$ cat src/design/dlm_pkg.sv
`timescale 1ns / 1ps

package dlm_pkg;

    // store geometry
    localparam int MAX_INPUTS  = 256;
    localparam int MAX_OUTPUTS = 64;
    localparam int COL_W       = $clog2(MAX_INPUTS);
    localparam int ROW_W       = $clog2(MAX_OUTPUTS);

    // field widths
    localparam int DATA_W = 16;
    localparam int PROD_W = 32;
    localparam int ACC_W  = 48;
    localparam int OUT_W  = 32;
    localparam int FRAC_SHIFT = 14;

    // item kinds on the input stream
    localparam logic [1:0] MODE_WEIGHT = 2'd0;
    localparam logic [1:0] MODE_BIAS   = 2'd1;
    localparam logic [1:0] MODE_INPUT  = 2'd2;

    // configuration register indexes
    localparam logic [7:0] CFG_INPUT_COUNT  = 8'd0;
    localparam logic [7:0] CFG_OUTPUT_COUNT = 8'd1;

    // control tag that travels with each multiply-accumulate step
    typedef struct packed {
        logic valid;
        logic first;
    } t_mac_ctl;

endpackage

$ cat src/design/dlm_mac.sv
`timescale 1ns / 1ps

module dlm_mac
    import dlm_pkg::*;
(
    input  logic                     i_clk,
    input  logic                     i_rst_n,
    input  t_mac_ctl                 i_ctl,
    input  logic signed [DATA_W-1:0] i_weight,
    input  logic signed [DATA_W-1:0] i_x,
    input  logic signed [DATA_W-1:0] i_bias,
    output logic                     o_busy,
    output logic signed [OUT_W-1:0]  o_result
);

    localparam int SH_W = ACC_W - FRAC_SHIFT;

    t_mac_ctl                  r_ctl;
    logic signed [PROD_W-1:0]  r_prod;
    logic signed [DATA_W-1:0]  r_bias;
    logic signed [ACC_W-1:0]   r_acc;
    logic signed [ACC_W-1:0]   n_acc;
    logic signed [ACC_W-1:0]   w_base;
    logic signed [SH_W-1:0]    w_sh;

    // product stage
    always_ff @(posedge i_clk) begin
        if (!i_rst_n) begin
            r_ctl <= '0;
        end else begin
            r_ctl <= i_ctl;
        end
        r_prod <= i_weight * i_x;
        r_bias <= i_bias;
    end

    // accumulate, the first step of a row starts from the bias
    always_comb begin
        w_base = r_ctl.first ? (ACC_W'(r_bias) <<< FRAC_SHIFT) : r_acc;
        n_acc  = w_base + ACC_W'(r_prod);
    end

    always_ff @(posedge i_clk) begin
        if (!i_rst_n) begin
            r_acc <= '0;
        end else if (r_ctl.valid) begin
            r_acc <= n_acc;
        end
    end

    // floor shift back to Q24.8 and saturate to 32 bits
    assign w_sh = SH_W'(r_acc >>> FRAC_SHIFT);

    always_comb begin
        if (w_sh[SH_W-1] == 1'b0 && w_sh[SH_W-2:OUT_W-1] != '0) begin
            o_result = {1'b0, {(OUT_W-1){1'b1}}};
        end else if (w_sh[SH_W-1] == 1'b1 && w_sh[SH_W-2:OUT_W-1] != '1) begin
            o_result = {1'b1, {(OUT_W-1){1'b0}}};
        end else begin
            o_result = w_sh[OUT_W-1:0];
        end
    end

    assign o_busy = r_ctl.valid;

endmodule

$ cat config.mk
export PLATFORM = sky130hd
export DESIGN_NAME = dlm_mac
export DESIGN_NICKNAME = d
export VERILOG_FILES = /design/src/design/dlm_pkg.sv /design/src/design/dlm_mac.sv
export SDC_FILE = /design/constraint.sdc
export NUM_CORES = 1
export LEC_CHECK = 0
export ABC_AREA = 1
export BUFFER_PORTS_ARGS = -buffer_cell sky130_fd_sc_hd__clkbuf_2
export CAP_MARGIN = 10
export CORE_UTILIZATION = 50
export DETAILED_ROUTE_END_ITERATION = 12
export HOLD_SLACK_MARGIN = 0.1
export PLACE_DENSITY = 0.72
export SYNTH_ARGS = -nofsm -noshare
export SYNTH_HDL_FRONTEND = slang
export SYNTH_SLANG_ARGS = --single-unit
export TNS_END_PERCENT = 100
$ cat constraint.sdc
create_clock -name i_clk -period 15.48 [get_ports i_clk]
set_input_delay 2.322 -clock i_clk [delete_from_list [all_inputs] [get_ports i_clk]]
set_output_delay 2.322 -clock i_clk [all_outputs]
set_load 0.1 [all_outputs]
==> flow_summary.html, run 1 <==
<table>
<tr><th>Metric</th><th>Value</th></tr>
<tr><th colspan="2">Die</th></tr>
<tr><td>Full die area</td><td>37500 µm²</td></tr>
<tr><td>Area of the placeable core</td><td>35900 µm²</td></tr>
<tr><td>Number of placement rows</td><td>69</td></tr>
<tr><td>Die W</td><td>194 µm</td></tr>
<tr><td>IO Count</td><td>85</td></tr>
<tr><td>Floorplan die height</td><td>194 µm</td></tr>
<tr><td>Initial core utilization</td><td>51.2%</td></tr>
<tr><th colspan="2">Critical path</th></tr>
<tr><td>Sort of element at the end of the critical path</td><td>flip-flop</td></tr>
<tr><td>Crit path launch type</td><td>primary input</td></tr>
<tr><td>Depth of the worst register-to-register path</td><td>13</td></tr>
<tr><td>Worst endpoint required time</td><td>15.77 ns</td></tr>
<tr><td>Crit Path Max Fanout</td><td>16</td></tr>
<tr><td>Critical path class</td><td>primary input to flip-flop</td></tr>
<tr><td>Critical Path AT</td><td>7.92 ns</td></tr>
<tr><th colspan="2">CTS</th></tr>
<tr><td>Htree depth</td><td>3</td></tr>
<tr><td>Max clock buf depth</td><td>2</td></tr>
<tr><td>Number of buffers inserted by hold repair at cts</td><td>0</td></tr>
<tr><td># Post-CTS Setup Buffers</td><td>0</td></tr>
<tr><td>Post_cts resized</td><td>0</td></tr>
<tr><td>Root buf cell</td><td>sky130_fd_sc_hd__clkbuf_16</td></tr>
<tr><td>Count of clock tree sinks</td><td>98</td></tr>
<tr><td>Clock tree from TritonCTS</td><td>built</td></tr>
<tr><td>CTS Buf Count</td><td>9</td></tr>
<tr><td>Insertion delay to the later sink of the worst-skew pair</td><td>0.38 ns</td></tr>
<tr><td>Clock-pin transition on the worst setup and hold timing paths</td><td>0.07 ns</td></tr>
<tr><th colspan="2">Synth</th></tr>
<tr><td>Cell count after synthesis</td><td>2760</td></tr>
<tr><td>Sequential cell area fraction in the yosys report</td><td>10.7%</td></tr>
<tr><td>Per-instance average area after synthesis</td><td>6.66 µm²</td></tr>
<tr><td>Warnings, synthesis</td><td>0</td></tr>
<tr><td>Largest family of logic cells by synthesized area</td><td>adder cells</td></tr>
<tr><td>Number of different library cells in the post-synthesis netlist</td><td>38</td></tr>
<tr><td>Combined area of all synthesized cells</td><td>18400 µm²</td></tr>
<tr><td>Post-synthesis xor/xnor area fraction</td><td>2.24%</td></tr>
<tr><td>Share of cell area taken by muxes after synthesis</td><td>0%</td></tr>
<tr><td>Area fraction in compound gates after synthesis</td><td>7.15%</td></tr>
<tr><td>Area share of fa/ha/maj cells after synthesis</td><td>37.4%</td></tr>
<tr><td>Post-synthesis share of cell area spent on and, or, nand and nor gates</td><td>24.0%</td></tr>
<tr><td>Number of register bits inferred by synthesis</td><td>98</td></tr>
<tr><td>Net count of the mapped netlist</td><td>3204</td></tr>
<tr><th colspan="2">Final layout</th></tr>
<tr><td>Area of the multi-input gates</td><td>13000 µm²</td></tr>
<tr><td>Synthesis-to-finish area growth</td><td>5.41%</td></tr>
<tr><td>Count of inserted antenna diode cells</td><td>0</td></tr>
<tr><td>Area taken by flip-flops and latches</td><td>1960 µm²</td></tr>
<tr><td>Net count of the finished layout</td><td>3216</td></tr>
<tr><td># fillers</td><td>3619</td></tr>
<tr><td>Fraction of layout cells with a size suffix above 1</td><td>6.95%</td></tr>
<tr><th colspan="2">Worst hold path</th></tr>
<tr><td>Path category of the worst min-delay check</td><td>flip-flop to flip-flop</td></tr>
<tr><td>Hold path depth</td><td>2</td></tr>
<tr><th colspan="2">Route</th></tr>
<tr><td>Vias per cell</td><td>5.07</td></tr>
<tr><td>Iter 0 DRT Violations</td><td>1075</td></tr>
<tr><td>Final WL</td><td>51000 µm</td></tr>
<tr><td>Initial DRT Pass Iterations</td><td>7</td></tr>
<tr><td>Antenna-violating nets left</td><td>0</td></tr>
<tr><td>Average wire per standard cell</td><td>15.8 µm</td></tr>
<tr><td>Via total after detailed routing</td><td>16401</td></tr>
<tr><td>Post-route DRC violation count</td><td>0</td></tr>
<tr><th colspan="2">STA</th></tr>
<tr><td>Post-route setup slack</td><td>7.86 ns</td></tr>
<tr><td>Final worst path period need</td><td>7.62 ns</td></tr>
<tr><td>RSZ-0062 raised after global routing</td><td>false</td></tr>
<tr><td>Hold Vio Cnt, Final</td><td>0</td></tr>
<tr><td>Worst-case headroom to the max-slew limit</td><td>28.0%</td></tr>
<tr><td>Top achievable clock speed</td><td>131 MHz</td></tr>
<tr><td>Pins over their slew limit</td><td>0</td></tr>
<tr><td>Transition time at the pin with the least slew margin</td><td>1.08 ns</td></tr>
<tr><td>Skew final</td><td>0.0130 ns</td></tr>
<tr><td>Number of setup violations in the final report</td><td>0</td></tr>
<tr><td>Final sum of negative setup slack</td><td>0 ns</td></tr>
<tr><td>Period utilisation layout</td><td>49.2%</td></tr>
<tr><th colspan="2">Place</th></tr>
<tr><td>Hpwl dp</td><td>43000 µm</td></tr>
<tr><td># port buffers</td><td>84</td></tr>
<tr><td>DP Worst Slack</td><td>7.49 ns</td></tr>
<tr><td>Routability Congestion</td><td>1.02</td></tr>
<tr><th colspan="2">Global route</th></tr>
<tr><td>Pin count of the biggest net entering global routing</td><td>65</td></tr>
<tr><td>Initial antenna violation count</td><td>0</td></tr>
<tr><td>Via count of the first global-routing pass</td><td>16788</td></tr>
<tr><td>GRT Util Overall</td><td>28.8%</td></tr>
<tr><td>Global route overflow</td><td>0</td></tr>
<tr><td>Global-route wire length before repair</td><td>85000 µm</td></tr>
<tr><th colspan="2">Run</th></tr>
<tr><td>Max-Cap Viols</td><td>0</td></tr>
<tr><th colspan="2">Outcome</th></tr>
<tr><td>Status</td><td>complete, no violations</td></tr>
</table>
## registers in the layout (all words and copies together), names as in the netlist
signal	cells
o_busy	1
r_prod	32
r_bias	16
r_acc	48
r_ctl	1
## layout make-up
type	count	area share, %
clock buffers	10	1.23
multi-input cells	1753	67.2
well taps	461	2.98
inverters	822	15.9
flip-flops and latches	98	10.1
repair buffers	88	2.32
clock inverters	6	0.245
## cell families (layout without fill, tap and decap cells)
kind of cell             count (synthesis)  after routing
AO/OA/AOI/OAI                          247            247
XOR/XNOR                                47             47
adder cells (fa/ha/maj)                392            392
buffers and inverters                  909            926
flip-flops                              98             98
AND/OR/NAND/NOR                       1067           1067
## routing by layer
layer  wire length, µm  GRT usage (%)
met3              4160           6.47
met2             22300           45.2
met4              1640           9.42
met5                 0              0
met1             22900           39.4
## through the flow
step	cell area (µm²)	utilization (%)	instances	hold slack, ns
finish	19400	54.0	3238	0.463
global route	19400	54.0	3238	0.505
CTS	19400	54.0	3238	0.466
detailed placement	19100	53.2	3222	0.455
global placement	19100	53.2	3222	0.445
floorplan	18400	-	2760	0.434
## synthesized netlist by cell type
library cell | count | share of area, %
sky130_fd_sc_hd__a21boi_0 | 1 | 0.041
sky130_fd_sc_hd__a21boi_1 | 1 | 0.041
sky130_fd_sc_hd__a21o_1 | 8 | 0.33
sky130_fd_sc_hd__a21oi_1 | 137 | 3.7
sky130_fd_sc_hd__a21oi_2 | 2 | 0.095
sky130_fd_sc_hd__a31o_1 | 3 | 0.14
sky130_fd_sc_hd__a31oi_1 | 2 | 0.068
sky130_fd_sc_hd__buf_1 | 2 | 0.041
sky130_fd_sc_hd__buf_2 | 2 | 0.054
sky130_fd_sc_hd__clkbuf_1 | 83 | 1.7
sky130_fd_sc_hd__clkinv_1 | 3 | 0.061
sky130_fd_sc_hd__dfxtp_1 | 98 | 11
sky130_fd_sc_hd__fa_1 | 263 | 29
sky130_fd_sc_hd__ha_1 | 129 | 8.8
sky130_fd_sc_hd__inv_1 | 806 | 16
sky130_fd_sc_hd__inv_2 | 13 | 0.27
sky130_fd_sc_hd__nand2_1 | 760 | 16
sky130_fd_sc_hd__nand2_2 | 25 | 0.85
sky130_fd_sc_hd__nand2b_1 | 1 | 0.034
sky130_fd_sc_hd__nand3_1 | 90 | 2.4
sky130_fd_sc_hd__nand3_2 | 3 | 0.16
sky130_fd_sc_hd__nand4_1 | 23 | 0.78
sky130_fd_sc_hd__nor2_1 | 117 | 2.4
sky130_fd_sc_hd__nor2_2 | 28 | 0.95
sky130_fd_sc_hd__nor2_4 | 4 | 0.24
sky130_fd_sc_hd__nor3_1 | 7 | 0.19
sky130_fd_sc_hd__nor3_2 | 4 | 0.22
sky130_fd_sc_hd__o211ai_1 | 1 | 0.041
sky130_fd_sc_hd__o21a_1 | 1 | 0.041
sky130_fd_sc_hd__o21ai_0 | 75 | 2.0
sky130_fd_sc_hd__o21ai_1 | 6 | 0.16
sky130_fd_sc_hd__o21ai_2 | 2 | 0.095
sky130_fd_sc_hd__o21bai_1 | 7 | 0.29
sky130_fd_sc_hd__o31ai_1 | 1 | 0.041
sky130_fd_sc_hd__or2_1 | 1 | 0.034
sky130_fd_sc_hd__or2_2 | 4 | 0.14
sky130_fd_sc_hd__xnor2_1 | 16 | 0.76
sky130_fd_sc_hd__xor2_1 | 31 | 1.5
## path summary, 6_finish.rpt
path	slack, ns	start	to
worst max-delay path	7.86	i_x[1]	r_prod[21]
worst min-delay path	0.46	r_acc[0]	r_acc[0]
worst max register to register	11.92	r_ctl[0]	r_acc[40]
worst min register to register	0.46	r_acc[0]	r_acc[0]
## worst max-delay path, cell delays in order
cell and delay [ns]:
sky130_fd_sc_hd__clkbuf_2 0.26, sky130_fd_sc_hd__nand2_1 0.20, sky130_fd_sc_hd__inv_1 0.11, sky130_fd_sc_hd__fa_1 0.70, sky130_fd_sc_hd__inv_1 0.10, sky130_fd_sc_hd__fa_1 0.57
sky130_fd_sc_hd__fa_1 0.45, sky130_fd_sc_hd__fa_1 0.57, sky130_fd_sc_hd__fa_1 0.43, sky130_fd_sc_hd__fa_1 0.50, sky130_fd_sc_hd__inv_1 0.04, sky130_fd_sc_hd__ha_1 0.38
sky130_fd_sc_hd__nand2_1 0.10, sky130_fd_sc_hd__inv_1 0.08, sky130_fd_sc_hd__nand3_1 0.13, sky130_fd_sc_hd__nor2_1 0.37, sky130_fd_sc_hd__nand4_1 0.16, sky130_fd_sc_hd__nand3_1 0.21
sky130_fd_sc_hd__xor2_1 0.22
## cells in the final DEF, fill, tap and decap left out, types with 3 or more instances in the layout
| master | count |
|---|---|
| sky130_fd_sc_hd__o21ai_2 | 3 |
| sky130_fd_sc_hd__dfxtp_1 | 96 |
| sky130_fd_sc_hd__inv_6 | 3 |
| sky130_fd_sc_hd__a31o_1 | 3 |
| sky130_fd_sc_hd__clkbuf_16 | 9 |
| sky130_fd_sc_hd__a21oi_2 | 3 |
| sky130_fd_sc_hd__or2_2 | 4 |
| sky130_fd_sc_hd__nor2_1 | 117 |
| sky130_fd_sc_hd__nand4_1 | 23 |
| sky130_fd_sc_hd__xor2_1 | 31 |
| sky130_fd_sc_hd__nand3_1 | 90 |
| sky130_fd_sc_hd__nand2_2 | 25 |
| sky130_fd_sc_hd__fa_1 | 263 |
| sky130_fd_sc_hd__a21oi_1 | 136 |
| sky130_fd_sc_hd__clkbuf_2 | 84 |
| sky130_fd_sc_hd__nor3_1 | 7 |
| sky130_fd_sc_hd__nor2_2 | 28 |
| sky130_fd_sc_hd__ha_1 | 129 |
| sky130_fd_sc_hd__nand3_2 | 3 |
| sky130_fd_sc_hd__o21ai_1 | 6 |
| sky130_fd_sc_hd__buf_4 | 4 |
| sky130_fd_sc_hd__inv_1 | 806 |
| sky130_fd_sc_hd__xnor2_1 | 16 |
| sky130_fd_sc_hd__nand2_1 | 760 |
| sky130_fd_sc_hd__clkinv_1 | 3 |
| sky130_fd_sc_hd__nor2_4 | 4 |
| sky130_fd_sc_hd__o21ai_0 | 74 |
| sky130_fd_sc_hd__a21o_1 | 8 |
| sky130_fd_sc_hd__inv_2 | 13 |
| sky130_fd_sc_hd__nor3_2 | 4 |
| sky130_fd_sc_hd__o21bai_1 | 7 |
Power of run 1 is left out: the tool's default activity adds up to more than one toggle a clock period on the data nets, which glitch-free logic cannot reach.
==> inputs of run 2 (changes only) <==
- PLACE_DENSITY: 0.72 -> 0.75
- clock period: 15.48 -> 6.4 ns (I/O delays scaled with it)
==> run 2 against run 1 <==
Final cell count is 1.2% higher. Clock-buffer cell count is the same. Global-route usage increased by 0.60 points. Non-clock buffer count grew 40. Routed wire length increased by 2.3%. Critical path type unchanged. First-iteration DRC count rose by 2.7%. Highest routed layer unchanged. Largest cell class unchanged. Worst hold slack worse by 0.00053 ns. Critical path depth is 3 higher. Via count grew 1.7%. Flip-flop and latch count unchanged.
==> flow_summary.html, run 2 (same netlist as run 1, synthesis figures left out) <==
<table>
<tr><th>Metric</th><th>Value</th></tr>
<tr><th colspan="2">Outcome</th></tr>
<tr><td>Status</td><td>complete, no violations</td></tr>
<tr><th colspan="2">CTS</th></tr>
<tr><td>Clock tree from TritonCTS</td><td>built</td></tr>
<tr><td>Post_cts resized</td><td>0 (unchanged)</td></tr>
<tr><td>Insertion delay to the later sink of the worst-skew pair</td><td>0.38 ns (about the same)</td></tr>
<tr><td>Count of clock tree sinks</td><td>98 (unchanged)</td></tr>
<tr><td>Clock-pin transition on the worst setup and hold timing paths</td><td>0.07 ns (about the same)</td></tr>
<tr><td>Number of buffers inserted by hold repair at cts</td><td>0 (unchanged)</td></tr>
<tr><td>Root buf cell</td><td>sky130_fd_sc_hd__clkbuf_16</td></tr>
<tr><td>CTS Buf Count</td><td>9 (unchanged)</td></tr>
<tr><td>Max clock buf depth</td><td>2 (unchanged)</td></tr>
<tr><td># Post-CTS Setup Buffers</td><td>0 (unchanged)</td></tr>
<tr><td>Htree depth</td><td>3 (unchanged)</td></tr>
<tr><th colspan="2">Final layout</th></tr>
<tr><td>Most common cell after layout, fill and taps aside</td><td>sky130_fd_sc_hd__inv_1</td></tr>
<tr><td>Registers with the most flip-flops</td><td>r_acc x48, r_prod x32, r_bias x16</td></tr>
<tr><td>Utilization after layout</td><td>54.9% (+0.98 points)</td></tr>
<tr><td>Top library cells by usage in the layout, fill and taps aside</td><td>sky130_fd_sc_hd__inv_1 (806), sky130_fd_sc_hd__nand2_1 (760), sky130_fd_sc_hd__fa_1 (263), sky130_fd_sc_hd__a21oi_1 (136), sky130_fd_sc_hd__ha_1 (129)</td></tr>
<tr><td>Register with the highest flop count</td><td>r_acc</td></tr>
<tr><td>Flip-flop count of the largest register, all copies and words added</td><td>48 (unchanged)</td></tr>
<tr><td>Synthesis-to-finish area growth</td><td>7.32%</td></tr>
<tr><td>Net count of the finished layout</td><td>3256 (+1.2%)</td></tr>
<tr><td>Count of inserted antenna diode cells</td><td>0 (unchanged)</td></tr>
<tr><td>Fraction of layout cells with a size suffix above 1</td><td>8.27% (+1.3 points)</td></tr>
<tr><th colspan="2">Global route</th></tr>
<tr><td>Via count of the first global-routing pass</td><td>17316 (+3.1%)</td></tr>
<tr><td>Initial antenna violation count</td><td>0 (unchanged)</td></tr>
<tr><td>Global-route wire length before repair</td><td>86700 µm (+2.0%)</td></tr>
<tr><td>Pin count of the biggest net entering global routing</td><td>65 (unchanged)</td></tr>
<tr><td>GRT Util Overall</td><td>29.4% (+0.60 points)</td></tr>
<tr><td>Global route overflow</td><td>0 (unchanged)</td></tr>
<tr><th colspan="2">Critical path</th></tr>
<tr><td>Sort of element at the end of the critical path</td><td>flip-flop</td></tr>
<tr><td>Critical-path top delay cell</td><td>sky130_fd_sc_hd__fa_1</td></tr>
<tr><td>Biggest cell delay along the critical path</td><td>0.55 ns (-0.15 ns)</td></tr>
<tr><td>Critical Path AT</td><td>6.34 ns (-1.58 ns)</td></tr>
<tr><td>Crit path launch type</td><td>primary input</td></tr>
<tr><td>CP delay by family, top</td><td>adder cells</td></tr>
<tr><td>Critical path class</td><td>primary input to flip-flop</td></tr>
<tr><td>Worst endpoint required time</td><td>6.67 ns (-9.10 ns)</td></tr>
<tr><td>Critical-path cell list</td><td>clkbuf_2 -&gt; nand2_1 -&gt; inv_1 -&gt; fa_1 -&gt; inv_1 -&gt; fa_1 -&gt; inv_1 -&gt; fa_1 -&gt; fa_1 -&gt; fa_1 -&gt; inv_1 -&gt; fa_1 -&gt; inv_1 -&gt; ha_1 -&gt; buf_4 -&gt; nand2_1 -&gt; inv_1 -&gt; a21oi_1 -&gt; nor2_1 -&gt; nor2_1 -&gt; nand3_1 -&gt; xor2_1</td></tr>
<tr><td>Crit Path Max Fanout</td><td>13 (-3)</td></tr>
<tr><td>Total buffers and inverters traversed by the critical path</td><td>8 (+3)</td></tr>
<tr><th colspan="2">Route</th></tr>
<tr><td>Final WL</td><td>52200 µm (+2.3%)</td></tr>
<tr><td>Post-route DRC violation count</td><td>0 (unchanged)</td></tr>
<tr><td>Initial DRT Pass Iterations</td><td>5 (-2)</td></tr>
<tr><td>Via total after detailed routing</td><td>16686 (+1.7%)</td></tr>
<tr><td>Average wire per standard cell</td><td>15.9 µm (+1.1%)</td></tr>
<tr><td>Antenna-violating nets left</td><td>0 (unchanged)</td></tr>
<tr><td>Vias per cell</td><td>5.09 (+0.50%)</td></tr>
<tr><td>Iter 0 DRT Violations</td><td>1104 (+2.7%)</td></tr>
<tr><th colspan="2">Die</th></tr>
<tr><td>Number of placement rows</td><td>69 (unchanged)</td></tr>
<tr><td>Floorplan die height</td><td>194 µm (unchanged)</td></tr>
<tr><td>Area of the placeable core</td><td>35900 µm² (unchanged)</td></tr>
<tr><td>Initial core utilization</td><td>51.2% (unchanged)</td></tr>
<tr><td>Die W</td><td>194 µm (unchanged)</td></tr>
<tr><td>Full die area</td><td>37500 µm² (unchanged)</td></tr>
<tr><td>IO Count</td><td>85 (unchanged)</td></tr>
<tr><th colspan="2">STA</th></tr>
<tr><td>RSZ-0062 raised after global routing</td><td>false</td></tr>
<tr><td>Skew final</td><td>0.0144 ns (+0.00142 ns)</td></tr>
<tr><td>Hold Vio Cnt, Final</td><td>0 (unchanged)</td></tr>
<tr><td>Number of setup violations in the final report</td><td>0 (unchanged)</td></tr>
<tr><td>Pins over their slew limit</td><td>0 (unchanged)</td></tr>
<tr><td>Top achievable clock speed</td><td>165 MHz</td></tr>
<tr><td>Worst-case headroom to the max-slew limit</td><td>23.1% (-4.9 points)</td></tr>
<tr><td>Period utilisation layout</td><td>94.9%</td></tr>
<tr><td>Transition time at the pin with the least slew margin</td><td>1.15 ns (+0.0719 ns)</td></tr>
<tr><td>Final worst path period need</td><td>6.07 ns</td></tr>
<tr><th colspan="2">Place</th></tr>
<tr><td># port buffers</td><td>84 (unchanged)</td></tr>
<tr><td>Routability Congestion</td><td>1.00 (-1.6%)</td></tr>
<tr><td>Hpwl dp</td><td>45100 µm (+4.9%)</td></tr>
<tr><th colspan="2">Run</th></tr>
<tr><td>Max-Cap Viols</td><td>0 (unchanged)</td></tr>
<tr><th colspan="2">Worst hold path</th></tr>
<tr><td>Path category of the worst min-delay check</td><td>flip-flop to flip-flop</td></tr>
</table>
## run 2: cell count changes in the layout (fill, tap and decap cells not counted), sizes merged
cell,change
bufinv,+2
buf,+40
inv,-2
clkinv,-2
clkinvlp,+2
## run 2: path summary, 6_finish.rpt
path / start / to / slack (ns) / cells after the start
max: i_weight[5] / r_prod[21] / 0.33 / 22
min: r_acc[0] / r_acc[0] / 0.46 / 2
max reg2reg: r_ctl[0] / r_acc[33] / 2.72 / 12
min reg2reg: r_acc[0] / r_acc[0] / 0.46 / 2
## run 2: area by class of cell
class | instances | area [µm²]
fill | 3577 | 16200
multi-input combinational | 1753 | 13000
inverter | 822 | 3090
sequential | 98 | 1960
timing repair buffer | 128 | 751
tap | 461 | 577
clock buffer | 10 | 239
clock inverter | 6 | 97.6
## run 2: metrics by stage
stage                     instances  hold slack, ns  cell area [µm²]  setup TNS [ns]  setup slack, ns
after floorplan                2760           0.434            18400               0            0.201
after global placement         3262           0.441            19400               0           0.0398
after detailed placement       3262           0.457            19400         -0.0445          -0.0445
after CTS                      3278           0.468            19700               0            0.313
after global routing           3278           0.497            19700               0           0.0443
final                          3278           0.462            19700               0            0.329
## run 2: per-layer routing
layer	up-vias	share of wire [%]	global-route usage, %
li1	8062	-	-
met1	7939	46	41.6
met2	596	44	47.1
met3	89	7.6	4.49
met4	0	2.4	7.56
met5	-	0	0
## run 2: worst min-delay path: cells and delay by family, from the launching register on
kind | cells | cell delay, ns
AO/OA/AOI/OAI | 1 | 0.06
buffers and inverters | 1 | 0.06
flip-flops | 1 | 0.30
Power of run 2 is left out for the same reason.
==> inputs of run 3 (changes only) <==
- PLACE_DENSITY: 0.75 -> 0.79
==> run 3 against run 2 <==
Critical endpoint is now r_prod[24]. Largest cell class unchanged. Sequential share of layout area hardly changed. Non-clock buffer count increased by 5. Setup slack worse by 0.083 ns. First-iteration DRC count rose by 28%. Final cell count increased by 0.15%. Clock-buffer cell count stayed put. Global-route usage grew 0.15 points. Via count up 1.0%. Design area is essentially flat. Register-to-register slack better by 0.26 ns.
==> flow_summary.html, run 3 (same netlist as run 1, synthesis figures left out) <==
<table>
<tr><th>Metric</th><th>Value</th></tr>
<tr><th colspan="2">Final layout</th></tr>
<tr><td>Register with the highest flop count</td><td>r_acc</td></tr>
<tr><td>Flip-flop count of the largest register, all copies and words added</td><td>48 (unchanged)</td></tr>
<tr><td>Synthesis-to-finish area growth</td><td>7.32% (about the same)</td></tr>
<tr><td>Top library cells by usage in the layout, fill and taps aside</td><td>sky130_fd_sc_hd__inv_1 (806), sky130_fd_sc_hd__nand2_1 (760), sky130_fd_sc_hd__fa_1 (262), sky130_fd_sc_hd__a21oi_1 (136), sky130_fd_sc_hd__ha_1 (129)</td></tr>
<tr><td>Registers with the most flip-flops</td><td>r_acc x48, r_prod x32, r_bias x16</td></tr>
<tr><td>Final standard cell area without fillers</td><td>19700 µm² (about the same)</td></tr>
<tr><td>Count of inserted antenna diode cells</td><td>0 (unchanged)</td></tr>
<tr><td>Layout Cells excl Fill</td><td>3283 (+0.15%)</td></tr>
<tr><td>Net count of the finished layout</td><td>3261 (+0.15%)</td></tr>
<tr><td># fillers</td><td>3423 (-4.3%)</td></tr>
<tr><td>Most common cell after layout, fill and taps aside</td><td>sky130_fd_sc_hd__inv_1</td></tr>
<tr><td>Fraction of layout cells with a size suffix above 1</td><td>8.47% (+0.20 points)</td></tr>
<tr><th colspan="2">Route</th></tr>
<tr><td>Initial DRT Pass Iterations</td><td>6 (+1)</td></tr>
<tr><td>Via total after detailed routing</td><td>16853 (+1.0%)</td></tr>
<tr><td>Post-route DRC violation count</td><td>0 (unchanged)</td></tr>
<tr><td>Final WL</td><td>52800 µm (+1.2%)</td></tr>
<tr><td>Vias per cell</td><td>5.13 (+0.85%)</td></tr>
<tr><td>Average wire per standard cell</td><td>16.1 µm (+1.1%)</td></tr>
<tr><td>Iter 0 DRT Violations</td><td>1412 (+28%)</td></tr>
<tr><td>Antenna-violating nets left</td><td>0 (unchanged)</td></tr>
<tr><th colspan="2">Critical path</th></tr>
<tr><td>Depth of the worst register-to-register path</td><td>18 (+6)</td></tr>
<tr><td>Register-to-register path setup slack</td><td>2.98 ns (+0.26 ns)</td></tr>
<tr><td>Crit Path Max Fanout</td><td>10 (-3)</td></tr>
<tr><td>Critical Path AT</td><td>6.40 ns (+0.06 ns)</td></tr>
<tr><td>Sort of element at the end of the critical path</td><td>flip-flop</td></tr>
<tr><td>CP delay by family, top</td><td>adder cells</td></tr>
<tr><td>Critical-path top delay cell</td><td>sky130_fd_sc_hd__fa_1</td></tr>
<tr><td>Crit-path most repeated cell</td><td>sky130_fd_sc_hd__fa_1</td></tr>
<tr><td>Total buffers and inverters traversed by the critical path</td><td>7 (-1)</td></tr>
<tr><td>Crit path launch type</td><td>primary input</td></tr>
<tr><td>Critical-path cell list</td><td>clkbuf_2 -&gt; buf_4 -&gt; nand2_1 -&gt; fa_1 -&gt; inv_1 -&gt; fa_1 -&gt; inv_1 -&gt; fa_1 -&gt; fa_1 -&gt; inv_1 -&gt; fa_1 -&gt; inv_1 -&gt; fa_1 -&gt; inv_1 -&gt; ha_1 -&gt; a21oi_1 -&gt; o21ai_0 -&gt; a21oi_1 -&gt; nand3_1 -&gt; xor2_1</td></tr>
<tr><td>Worst endpoint required time</td><td>6.65 ns (-0.02 ns)</td></tr>
<tr><td>Critical path class</td><td>primary input to flip-flop</td></tr>
<tr><td>Biggest cell delay along the critical path</td><td>0.62 ns (+0.07 ns)</td></tr>
<tr><td>Startpoint of the lowest-slack register-to-register path</td><td>r_ctl[0]</td></tr>
<tr><td>Critical register-to-register path endpoint</td><td>r_acc[20]</td></tr>
<tr><th colspan="2">Die</th></tr>
<tr><td>Number of placement rows</td><td>69 (unchanged)</td></tr>
<tr><td>Initial core utilization</td><td>51.2% (unchanged)</td></tr>
<tr><td>Die W</td><td>194 µm (unchanged)</td></tr>
<tr><td>IO Count</td><td>85 (unchanged)</td></tr>
<tr><td>Area of the placeable core</td><td>35900 µm² (unchanged)</td></tr>
<tr><td>Floorplan die height</td><td>194 µm (unchanged)</td></tr>
<tr><td>Full die area</td><td>37500 µm² (unchanged)</td></tr>
<tr><th colspan="2">Place</th></tr>
<tr><td>Routability Congestion</td><td>1.00 (+0.12%)</td></tr>
<tr><td>Hpwl dp</td><td>45100 µm (about the same)</td></tr>
<tr><td>DP Worst Slack</td><td>-0.256 ns (-0.212 ns)</td></tr>
<tr><td>Placement-stage cell area</td><td>19400 µm² (+0.19%)</td></tr>
<tr><td># port buffers</td><td>84 (unchanged)</td></tr>
<tr><td>Number of placed instances, taps included</td><td>3267 (+0.15%)</td></tr>
<tr><th colspan="2">STA</th></tr>
<tr><td>Final worst path period need</td><td>6.15 ns (+0.0835 ns)</td></tr>
<tr><td>Worst-case headroom to the max-slew limit</td><td>24.4% (+1.3 points)</td></tr>
<tr><td>Pins over their slew limit</td><td>0 (unchanged)</td></tr>
<tr><td>Transition time at the pin with the least slew margin</td><td>1.13 ns (-0.0177 ns)</td></tr>
<tr><td>Number of setup violations in the final report</td><td>0 (unchanged)</td></tr>
<tr><td>Hold Vio Cnt, Final</td><td>0 (unchanged)</td></tr>
<tr><td>Top achievable clock speed</td><td>162 MHz (-1.4%)</td></tr>
<tr><td>Skew final</td><td>0.0156 ns (+0.00119 ns)</td></tr>
<tr><td>Post-route setup slack</td><td>0.245 ns (-0.0835 ns)</td></tr>
<tr><td>RSZ-0062 raised after global routing</td><td>false</td></tr>
<tr><td>Period utilisation layout</td><td>96.2% (+1.3 points)</td></tr>
<tr><th colspan="2">CTS</th></tr>
<tr><td>Count of clock tree sinks</td><td>98 (unchanged)</td></tr>
<tr><td>Clock tree from TritonCTS</td><td>built</td></tr>
<tr><td>CTS Buf Count</td><td>9 (unchanged)</td></tr>
<tr><td>Number of buffers inserted by hold repair at cts</td><td>0 (unchanged)</td></tr>
<tr><td>Htree depth</td><td>3 (unchanged)</td></tr>
<tr><td>Max clock buf depth</td><td>2 (unchanged)</td></tr>
<tr><td>Clock-pin transition on the worst setup and hold timing paths</td><td>0.07 ns (about the same)</td></tr>
<tr><td>Insertion delay to the later sink of the worst-skew pair</td><td>0.38 ns (about the same)</td></tr>
<tr><td>Root buf cell</td><td>sky130_fd_sc_hd__clkbuf_16</td></tr>
<tr><th colspan="2">Global route</th></tr>
<tr><td>GRT Util Overall</td><td>29.6% (+0.15 points)</td></tr>
<tr><td>Initial antenna violation count</td><td>0 (unchanged)</td></tr>
<tr><td>Global-route wire length before repair</td><td>87900 µm (+1.4%)</td></tr>
<tr><td>Via count of the first global-routing pass</td><td>17446 (+0.75%)</td></tr>
<tr><td>Global route overflow</td><td>0 (unchanged)</td></tr>
<tr><td>Pin count of the biggest net entering global routing</td><td>65 (unchanged)</td></tr>
<tr><th colspan="2">Run</th></tr>
<tr><td>Max-Cap Viols</td><td>0 (unchanged)</td></tr>
<tr><th colspan="2">Worst hold path</th></tr>
<tr><td>Hold_sp</td><td>r_acc[0]</td></tr>
<tr><td>Hold path depth</td><td>2 (unchanged)</td></tr>
<tr><td>Destination of the worst hold path</td><td>r_acc[0]</td></tr>
<tr><td>Path category of the worst min-delay check</td><td>flip-flop to flip-flop</td></tr>
<tr><th colspan="2">Outcome</th></tr>
<tr><td>Status</td><td>complete, no violations</td></tr>
</table>
-- run 3: routing by layer --
metal	wire length, µm	GRT usage (%)
met4	1680	9.60
met5	0	0
met3	4380	4.92
met2	23800	48.2
met1	23000	39.9
-- run 3: through the flow --
stage,TNS [ns],utilization [%],hold WS (ns)
2_1_floorplan,0,-,0.434
3_3_place_gp,-0.579,54.1,0.444
3_5_place_dp,-0.732,54.1,0.450
4_1_cts,0,54.9,0.462
5_1_grt,0,54.9,0.500
6_report,0,54.9,0.459
-- run 3: area by class of cell --
type / instances / area (µm²) / share of cell area, %
clock buffers: 10 / 229 / 1.16
well taps: 461 / 577 / 2.92
clock inverters: 6 / 50.0 / 0.254
repair buffers: 133 / 791 / 4.01
flip-flops and latches: 98 / 1960 / 9.95
multi-input cells: 1753 / 13000 / 66.1
inverters: 822 / 3090 / 15.6
-- run 3: worst min-delay path, cell delays in order (launching register included) --
cell and delay [ns]:
sky130_fd_sc_hd__dfxtp_1 0.30, sky130_fd_sc_hd__inv_1 0.06, sky130_fd_sc_hd__a21oi_1 0.06
-- run 3: how the worst max path moves through the flow --
stage	endpoint	startpoint	slack, ns	cells past startpoint
6_report	r_prod[24]	i_weight[15]	0.25	20
5_1_grt	r_prod[24]	i_x[4]	0.006	19
4_1_cts	r_prod[28]	i_x[5]	0.11	21
3_5_place_dp	r_prod[28]	i_x[5]	-0.26	20
3_3_place_gp	r_prod[28]	i_x[5]	-0.36	21
2_1_floorplan	r_prod[26]	i_x[5]	0.20	22
-- run 3: repair_timing --
action                                  in CTS  in global routing
buffers inserted                             0                  0
resized for setup                            0                  8
endpoints found under the hold margin        0                  0
endpoints found under the setup margin       0                  5
Power of run 3 is left out for the same reason.
